<file path="src/hw/rtl/wua_pkg.sv">
package wua_pkg;

    // Port data width; the operand width parameter may be narrower.
    localparam int DATA_W    = 64;
    localparam int WIDTH_DEF = 64;
    localparam int ACT_W     = 4;
    localparam int ERR_W     = 2;

    typedef enum logic [ACT_W-1:0] {
        ACT_ADD = 4'd0,
        ACT_SUB = 4'd1,
        ACT_MUL = 4'd2,
        ACT_DIV = 4'd3,
        ACT_MOD = 4'd4,
        ACT_CMP = 4'd5,
        ACT_AND = 4'd6,
        ACT_OR  = 4'd7,
        ACT_NOT = 4'd8,
        ACT_SHL = 4'd9,
        ACT_SHR = 4'd10
    } t_act;

    typedef enum logic [ERR_W-1:0] {
        ERR_OK   = 2'd0,
        ERR_OVF  = 2'd1,
        ERR_UNF  = 2'd2,
        ERR_DIV0 = 2'd3
    } t_err;

    // Everything one item carries down the pipeline.
    typedef struct packed {
        logic [ACT_W-1:0]  act;
        logic              gt;
        logic              eq;
        t_err              err;
        logic [DATA_W-1:0] res;
        logic [DATA_W-1:0] quo;
        logic [DATA_W-1:0] rem;
        logic [DATA_W-1:0] divisor;
    } t_stage;

endpackage

</file>
<file path="src/hw/rtl/wua_div_stage.sv">
module wua_div_stage import wua_pkg::*; (
    input  logic   i_clk,
    input  logic   i_rst_n,
    input  logic   i_en,
    input  logic   i_valid,
    input  t_stage i_stage,
    output logic   o_valid,
    output t_stage o_stage
);

    logic [DATA_W:0] w_trial;
    logic            w_fit;
    logic            r_valid;
    t_stage          r_stage;
    t_stage          n_stage;

    // One restoring step: shift in the next dividend bit and try to subtract.
    assign w_trial = {i_stage.rem, i_stage.quo[DATA_W-1]};
    assign w_fit   = (w_trial >= {1'b0, i_stage.divisor});

    always_comb begin
        n_stage     = i_stage;
        n_stage.quo = {i_stage.quo[DATA_W-2:0], w_fit};
        if (w_fit) begin
            n_stage.rem = DATA_W'(w_trial - {1'b0, i_stage.divisor});
        end else begin
            n_stage.rem = w_trial[DATA_W-1:0];
        end
    end

    always_ff @(posedge i_clk) begin
        if (!i_rst_n) begin
            r_valid <= 1'b0;
        end else if (i_en) begin
            r_valid <= i_valid;
        end
    end

    always_ff @(posedge i_clk) begin
        if (i_en) begin
            r_stage <= n_stage;
        end
    end

    assign o_valid = r_valid;
    assign o_stage = r_stage;

endmodule

</file>
<file path="config.mk">
export PLATFORM = sky130hd
export DESIGN_NAME = wua_div_stage
export DESIGN_NICKNAME = d
export VERILOG_FILES = /design/src/hw/rtl/wua_pkg.sv /design/src/hw/rtl/wua_div_stage.sv
export SDC_FILE = /design/constraint.sdc
export NUM_CORES = 1
export LEC_CHECK = 0
export BUFFER_PORTS_ARGS = -buffer_cell sky130_fd_sc_hd__buf_2
export CAP_MARGIN = 20
export CORE_AREA = 2 2 206 208
export CTS_CLUSTER_SIZE = 28
export DETAILED_ROUTE_END_ITERATION = 16
export DIE_AREA = 0 0 208 210
export GPL_ROUTABILITY_DRIVEN = 1
export GPL_TIMING_DRIVEN = 0
export PLACE_DENSITY = 0.64
export SLEW_MARGIN = 15
export SYNTH_ARGS = -nofsm -noshare
export SYNTH_HDL_FRONTEND = slang
export SYNTH_SLANG_ARGS = --single-unit
</file>
<file path="constraint.sdc">
create_clock -name i_clk -period 5.15 [get_ports i_clk]
set_input_delay 1.03 -clock i_clk [delete_from_list [all_inputs] [get_ports i_clk]]
set_output_delay 1.03 -clock i_clk [all_outputs]
set_load 0.01 [all_outputs]
</file>
## Word level (Yosys, flattened, before mapping)

Index checks and enable logic that the tools add are counted.

| word-level totals | value |
|---|---|
| register bits after elaboration | 265 |
| output and inout port bits | 265 |
| logic and storage cells | 12 |

| cells by class | value |
|---|---|
| $add $sub $neg | 1 |
| $lt $le $gt $ge | 1 |
| mux-type cells | 1 |

Operator list:

| operator | number |
|---|---|
| $ge A65 B64 Y1 | 1 |
| $mux W64 | 1 |
| $sub A64 B64 Y64 | 1 |

## Depth between registers and ports, before layout

Gate-level depths: netlist (run 1).

| logic depth | value |
|---|---|
| word-level depth | 2 |
| mapped depth | 16 |
| depth with buffers taken out | 13 |

## Least setup slack after synthesis (run 1)

OpenSTA, ideal clock, no wires.

| timing | value |
|---|---|
| path kind | input to register |
| start | in i_stage[32] in the netlist's numbering |
| end | reg r_stage, in the netlist o_stage[127], data pin |
| setup time | 0.262 ns |
| arrival | 3.484 ns |
| data required time | 4.888 ns |
| slack | 1.403 ns |
| cell stages on the path | 11 |
| cells stage by stage | inv_1 ha_1 buf_2 nand4_1 or3_1 a311o_1 o41ai_4 a41oi_2 o211ai_2 xor2_1 mux2_1 |

RTL lines:

| item | RTL line | RTL |
|---|---|---|
| start, declared | wua_div_stage.sv:6 | `input t_stage i_stage,` |
| end signal, assigned | wua_div_stage.sv:41 | `r_stage <= n_stage;` |
| end, declared | wua_div_stage.sv:14 | `t_stage r_stage;` |

==> flow_metrics.env, run 1 <==
export IMPL_finalCritPeriodShare_pct=81.95
export IMPL_use_met1_pct=22.65
export IMPL_power_frac_clock_pct=36.8
export IMPL_track_usage_pct=20.39
export IMPL_overflow=0
export IMPL_crit_family="compound AO/OA/AOI/OAI gates"
export IMPL_p_leak_nw=7.626
export IMPL_area_growth_pct=35.01
export IMPL_syn_cell_area_mm2=0.01282
export IMPL_cts_tree="done"
export IMPL_finalWirelength_mm=46.58
export IMPL_cts_made_buffers=34
export IMPL_powerDensity_mw_per_mm2=358.4
export IMPL_finClkSkew_ns=0
export IMPL_rr_startpoint="o_valid$_SDFFE_PN0P_"
export IMPL_post_synth_top_count_cell="edfxtp_1"
export IMPL_cts_sinks=265
export IMPL_ys_warnings_count=0
export IMPL_synth_cells=1019
export IMPL_cts_hold_buf=0
export IMPL_grtUsageMet3_pct=7.226
export IMPL_core_mm2=0.04148
export IMPL_grt_max_degree=109
export IMPL_grtUsageMet2_pct=36.32
export IMPL_drtIter0Drc=708
export IMPL_drive_gt1_share_pct=39.98
export IMPL_path_clk_slew_ns=0.06
export IMPL_firstDrtPassIters=5
export IMPL_holdPathEnd="o_valid$_SDFFE_PN0P_"
export IMPL_r2r_slack_ns=4.49
export IMPL_root_buffer="clkbuf_16"
export IMPL_async_reset_ff_share_pct=0
export IMPL_yosysTopAreaCell="edfxtp_1"
export IMPL_fin_area_mm2=0.01730
export IMPL_p_sw_mw=1.731
export IMPL_dieArea_mm2=0.04368
export IMPL_rows=75
export IMPL_h_tree_depth=2
export IMPL_maxCapViolCount=0
export IMPL_fin_util_pct=41.72
export IMPL_dp_hpwl_mm=37.28
export IMPL_vias=10460
export IMPL_cp_end_kind="register"
export IMPL_timing_final_hold_violations=0
export IMPL_die_x_um=208
export IMPL_max_slew_margin_pct=43.35
export IMPL_cts_repair_resized=0
export IMPL_final_instance_count_excl_fill=2158
export IMPL_required_ns=5.43
export IMPL_synthTopCellsByArea="edfxtp_1 (62%), ha_1 (6.2%), a21oi_1 (4.3%), xnor2_1 (2.5%), inv_1 (2.3%)"
export IMPL_cp_start_kind="input port"
export IMPL_syn_avg_cell_area_um2=12.58
export IMPL_port_buffers=532
export IMPL_antenna_found_initial=14
export IMPL_placed_area_mm2=0.01622
export IMPL_start_util_pct=30.90
export IMPL_ys_ff_latch=265
export IMPL_grt_setup_unrepaired="no"
export IMPL_antenna_left=0
export IMPL_busiest_layer="met2"
export IMPL_ios=533
export IMPL_rr_worst_depth=2
export IMPL_irDropWorstVdd_uv=209.0
export IMPL_ys_flop_type="edfxtp_1"
export IMPL_fmax_ghz=0.2369
export IMPL_fp_dieH_um=210
export IMPL_seq_area_frac_synth_pct=62.01
export IMPL_place_congestion=0.8986
export IMPL_hp_start="o_valid$_SDFFE_PN0P_"
export IMPL_crit_chain="buf_2, inv_1, ha_1, clkbuf_1, a21oi_1, o221ai_1, o31ai_2, a21oi_1, nor3_1, o31ai_1, o31ai_1, xor2_1, a21oi_2"
export IMPL_critPathMaxStageDelay_ns=0.61
export IMPL_combPwrFrac_pct=19.9
export IMPL_grt_pass1_wl_mm=66.03
export IMPL_viasPerCell=4.847
export IMPL_first_global_vias=10430
export IMPL_num_nets_final=1922
export IMPL_crit_start="i_stage[11]"
export IMPL_p_seq_share_pct=43.3
export IMPL_yosysTopAreaCellShare_pct=61.86
export IMPL_place_inst=2092
export IMPL_hold_path_class="reg2reg"
export IMPL_worst_pin_slew_ns=0.8498
export IMPL_crit_arrival_ns=4.50
export IMPL_cp_buffers_inverters=3
export IMPL_synth_cell_types=67
export IMPL_wl_per_cell_um=21.59
export IMPL_r2r_end="o_valid$_SDFFE_PN0P_"
export IMPL_drc=0
export IMPL_synth_nets=1352
export IMPL_cts_buffer_depth=3
export IMPL_clk_latency_ns=0.53
export IMPL_worst_setup_path_type="in2reg"
export IMPL_whs_path_depth=2
export IMPL_critPathSlowestCell="o31ai_2"
export IMPL_status="completed"
export IMPL_synthTopCellsByCount="edfxtp_1 (264), a21oi_1 (111), inv_1 (79), nor2_1 (76), ha_1 (64)"
export IMPL_synth_edf_count=264
export IMPL_design_power_total_mw=6.202
export IMPL_power_internal_mw=4.471
export IMPL_postCtsSetupRepairBufs=0
export IMPL_switching_share_pct=27.91
export IMPL_setup_viol=0
export IMPL_fin_crit_ns=4.221
export IMPL_slew_violations=0
export IMPL_crit_fanout=8
registers in the layout (all words and copies together) (netlist names):
name / cells
o_valid: 1
o_stage: 264
cells in the final DEF, fill, tap and decap left out, drive strengths merged, types with 4 or more instances in the layout:
cell,synthesis,final
buf,20,554
edfxtp,264,264
a21oi,123,123
nor2,86,86
inv,79,80
ha,64,64
nand2,60,60
clkbuf,14,53
o21ai,46,46
a21o,37,37
xnor2,37,37
xor2,20,20
nand4,15,15
mux2,15,15
clkinv,0,14
o21a,12,12
o21bai,11,11
nand3,11,11
nor3,9,9
diode,0,8
or3,7,7
a211oi,6,6
nor2b,6,6
o211ai,6,6
o31ai,6,6
and3,5,5
and2,5,5
a31oi,5,5
a21boi,4,4
area by class of cell:
| cell class | instances | area, um2 |
|---|---|---|
| diodes | 8 | 20.02 |
| plain buffers | 34 | 187.7 |
| clock buffers | 39 | 890.9 |
| clock inverters | 19 | 173.9 |
| fillers | 4024 | 24170 |
| inverters | 79 | 296.5 |
| multi-input cells | 641 | 4384 |
| flip-flops and latches | 265 | 7948 |
| well taps | 539 | 674.4 |
| repair buffers | 534 | 2728 |
power groups by stage:
| stage | combinational (mW) | clock (mW) | sequential [mW] |
|---|---|---|---|
| 2_1_floorplan | 0.541 | 0 | 2.85 |
| 3_3_place_gp | 1.23 | 0 | 2.74 |
| 3_5_place_dp | 1.24 | 0 | 2.73 |
| 4_1_cts | 1.25 | 2.35 | 2.69 |
| 5_1_grt | 1.34 | 2.43 | 2.70 |
| 6_report | 1.23 | 2.28 | 2.68 |
worst reg2reg max path: stages (launching register included):
cell     delay (ns)
dfxtp_1        0.33
mux2i_1        0.07
nor2b_1        0.18
metal layers:
| metal | share of wire, % | vias up |
|---|---|---|
| met1 | 38 | 5026 |
| met3 | 8.2 | 75 |
| met4 | 2.8 | 8 |
| met5 | 0.12 | - |
| met2 | 51 | 421 |
| li1 | - | 4929 |
cells by family after synthesis:
family / Yosys count / share of synthesized area (%)
fa+ha+maj: 65 / 6.404
compound gates: 278 / 14.15
buf+inv: 113 / 3.778
simple gates: 224 / 8.289
xor+xnor: 57 / 3.895
mux: 17 / 1.474
flops: 265 / 62.01
how the worst max path moves through the flow:
stage	end	slack, ns	cells past startpoint
floorplan	o_stage[127]$_DFFE_PP_	1.40	11
global placement	o_valid$_SDFFE_PN0P_	-0.83	3
detailed placement	o_stage[94]$_DFFE_PP_	0.30	14
CTS	o_stage[94]$_DFFE_PP_	0.88	14
global route	o_stage[108]$_DFFE_PP_	0.72	14
finish	o_stage[126]$_DFFE_PP_	0.93	13
metrics by stage:
step	hold WS, ns	TNS (ns)	setup slack [ns]
after floorplan	0.5383	0	1.403
after global placement	0.5221	-190.75	-0.8259
after detailed placement	0.5615	0	0.3046
after CTS	0.5742	0	0.8783
after global routing	0.5841	0	0.7157
final	0.5733	0	0.9295
Power figures use the tool's default switching activity.
==> run 2: changes to the inputs <==
ABC_AREA = 1   (was unset)
CORE_AREA = 2 2 209 211   (was 2 2 206 208)
DIE_AREA = 0 0 211 213   (was 0 0 208 210)
PLACE_DENSITY = 0.71   (was 0.64)
clock period = 3.7 ns   (was 5.15 ns; I/O delays follow)
==> run 2 against run 1 <==
Compared with the run above:
- sequential power up 39%
- total power up 39%
- clock-buffer cell count up 2
- core utilization up 4.4 points
- critical path depth unchanged
- critical path type unchanged
- largest cell class unchanged
==> flow_metrics.env, run 2 <==
export IMPL_critPathSlowestCell="nor2_4"
export IMPL_ys_ff_latch=265
export IMPL_finalWirelength_mm=61.41
export IMPL_drive_gt1_share_pct=28.04
export IMPL_worst_setup_path_type="in2reg"
export IMPL_design_power_total_mw=8.635
export IMPL_place_congestion=0.9386
export IMPL_clk_latency_ns=0.55
export IMPL_crit_family="simple AND/OR/NAND/NOR gates"
export IMPL_crit_start="i_stage[60]"
export IMPL_overflow=0
export IMPL_cts_made_buffers=30
export IMPL_synthTopCellsByCount="nand2_1 (658), inv_1 (377), edfxtp_1 (264), nand3_1 (142), nor2_1 (96)"
export IMPL_cts_tree="done"
export IMPL_drt_met1_wl_mm=25.87
export IMPL_seq_area_frac_synth_pct=51.93
export IMPL_ios=533
export IMPL_rr_startpoint="o_valid$_SDFFE_PN0P_"
export IMPL_port_buffers=532
export IMPL_cp_depth=13
export IMPL_worst_path_most_repeated_cell="nand2_1"
export IMPL_place_inst=2927
export IMPL_multiInputGateArea_mm2=0.005713
export IMPL_h_tree_depth=1
export IMPL_r2r_end="o_valid$_SDFFE_PN0P_"
export IMPL_viasPerCell=4.716
export IMPL_worst_pin_slew_ns=0.7114
export IMPL_setup_viol=0
export IMPL_whs_path_depth=1
export IMPL_antenna_found_initial=15
export IMPL_met2_length_mm=29.47
export IMPL_firstDrtPassIters=5
export IMPL_syn_cell_area_mm2=0.01530
export IMPL_grt_pass1_wl_mm=86.73
export IMPL_powerDensity_mw_per_mm2=438.4
export IMPL_n_fill_cell=4311
export IMPL_grt_max_degree=111
export IMPL_fin_util_pct=46.13
export IMPL_wl_per_cell_um=20.51
export IMPL_cts_sinks=265
export IMPL_vias=14120
export IMPL_cp_start_kind="input port"
export IMPL_start_util_pct=35.84
export IMPL_syn_avg_cell_area_um2=8.286
export IMPL_regArea_mm2=0.007948
export IMPL_highest_layer="met5"
export IMPL_status="completed"
export IMPL_first_global_vias=13750
export IMPL_dp_hpwl_mm=51.56
export IMPL_final_common_cell="nand2_1"
export IMPL_ys_warnings_count=0
export IMPL_core_mm2=0.04270
export IMPL_crit_chain="buf_2, inv_1, ha_1, nand2_1, nor3_1, nand3_1, nor2_1, nand2_1, nand3_2, nor2_4, buf_1, nand3_1, nand2_1"
export IMPL_cp_buffers_inverters=3
export IMPL_synth_cell_types=34
export IMPL_rr_worst_depth=2
export IMPL_synth_nets=2180
export IMPL_dieArea_mm2=0.04494
export IMPL_fp_dieH_um=213
export IMPL_critPathCapture="o_stage[96]$_DFFE_PP_"
export IMPL_num_nets_final=2746
export IMPL_drtIter0Drc=954
export IMPL_final_instance_count_excl_fill=2994
export IMPL_max_slew_margin_pct=52.57
export IMPL_rows=76
export IMPL_crit_arrival_ns=3.48
export IMPL_area_growth_pct=28.70
export IMPL_drc=0
export IMPL_fmax_ghz=0.3236
export IMPL_cts_repair_resized=0
export IMPL_timing_final_hold_violations=0
export IMPL_maxCapViolCount=0
export IMPL_finClkSkew_ns=0
export IMPL_cp_end_kind="register"
export IMPL_synth_cells=1847
export IMPL_cts_buffer_depth=3
export IMPL_root_buffer="clkbuf_16"
export IMPL_postCtsSetupRepairBufs=0
export IMPL_yosysTopAreaCell="edfxtp_1"
export IMPL_track_usage_pct=26.44
export IMPL_crit_fanout=10
export IMPL_r2r_slack_ns=3.05
export IMPL_antenna_left=0
export IMPL_post_synth_top_count_cell="nand2_1"
export IMPL_required_ns=4.09
export IMPL_largest_register_ffs=264
export IMPL_path_clk_slew_ns=0.07
export IMPL_irDropWorstVdd_uv=326.4
export IMPL_yosysTopAreaCellShare_pct=51.80
export IMPL_cts_hold_buf=0
export IMPL_critPathMaxStageDelay_ns=0.48
export IMPL_met3_length_mm=4.467
export IMPL_p_leak_nw=10.29
export IMPL_fin_crit_ns=3.090
export IMPL_async_reset_ff_share_pct=0
export IMPL_synthTopCellsByArea="edfxtp_1 (52%), nand2_1 (16%), inv_1 (9.2%), ha_1 (5.2%), nand3_1 (4.6%)"
export IMPL_hold_path_class="in2reg"
export IMPL_whs_ns=0.3528
export IMPL_die_x_um=211
export IMPL_slew_violations=0
export IMPL_layout_common_cells="nand2_1 (658), buf_2 (535), inv_1 (377)"
export IMPL_synth_edf_count=264
export IMPL_grt_setup_unrepaired="no"
export IMPL_ys_flop_type="edfxtp_1"
export IMPL_finalCritPeriodShare_pct=83.52
## run 2: cell count changes after synthesis, sizes merged, moves of 38 or more
cell   delta
o21ai    -38
nand3   +133
inv     +319
a21oi    -77
nand2   +642
## run 2: how the worst min path moves through the flow
stage	startpoint	endpoint	slack (ns)
after floorplan	o_valid$_SDFFE_PN0P_	o_valid$_SDFFE_PN0P_	0.56
after global placement	o_valid$_SDFFE_PN0P_	o_valid$_SDFFE_PN0P_	0.53
after detailed placement	o_valid$_SDFFE_PN0P_	o_valid$_SDFFE_PN0P_	0.53
after CTS	i_stage[246]	o_stage[246]$_DFFE_PP_	0.32
after global routing	i_stage[228]	o_stage[228]$_DFFE_PP_	0.33
final	i_stage[216]	o_stage[216]$_DFFE_PP_	0.35
## run 2: kinds of logic (layout without fill, tap and decap cells)
| logic type | count (synthesis) | in the layout | synth area share [%] |
|---|---|---|---|
| AND/OR/NAND/NOR | 1012 | 1012 | 28.31 |
| buffers and inverters | 419 | 1008 | 10.74 |
| flip-flops | 265 | 265 | 51.93 |
| adder cells (fa/ha/maj) | 65 | 65 | 5.363 |
| AO/OA/AOI/OAI | 55 | 55 | 1.889 |
| XOR/XNOR | 31 | 31 | 1.774 |
| other | 0 | 12 | 0 |
## run 2: power by group
| group | leakage (nW) | internal [mW] | switching [mW] | total (mW) |
|---|---|---|---|---|
| clock | 0.466 | 1.67 | 1.20 | 2.87 |
| sequential | 2.59 | 3.65 | 0.0777 | 3.73 |
| combinational | 7.24 | 0.689 | 1.34 | 2.03 |
## run 2: worst reg2reg max path: stages (launching register included)
cell and delay, ns:
dfxtp_1 0.31, o21ai_0 0.15, a21oi_1 0.06
## run 2: final cells by class
cell class | count | share of cell area [%]
Multi-Input combinational cell | 1163 | 29.01
Clock buffer | 41 | 4.333
Antenna cell | 12 | 0.1525
Sequential cell | 265 | 40.35
Clock inverter | 14 | 0.4955
Inverter | 400 | 7.623
Timing Repair Buffer | 534 | 13.85
Tap cell | 546 | 3.469
Buffer | 19 | 0.7179
## run 2: through the flow
step           setup WS, ns  area (um2)  TNS [ns]
2_1_floorplan         1.134       15300         0
3_3_place_gp         -1.836       18650   -456.63
3_5_place_dp        0.04729       18710         0
4_1_cts              0.6553       19670         0
5_1_grt              0.5012       19670         0
6_report             0.6099       19700         0
## run 2: layer usage
layer / GRT usage [%] / vias up
li1: - / 6912
met1: 33.76 / 6595
met4: 6.775 / 18
met2: 45.44 / 507
met5: 0 / -
met3: 5.780 / 87
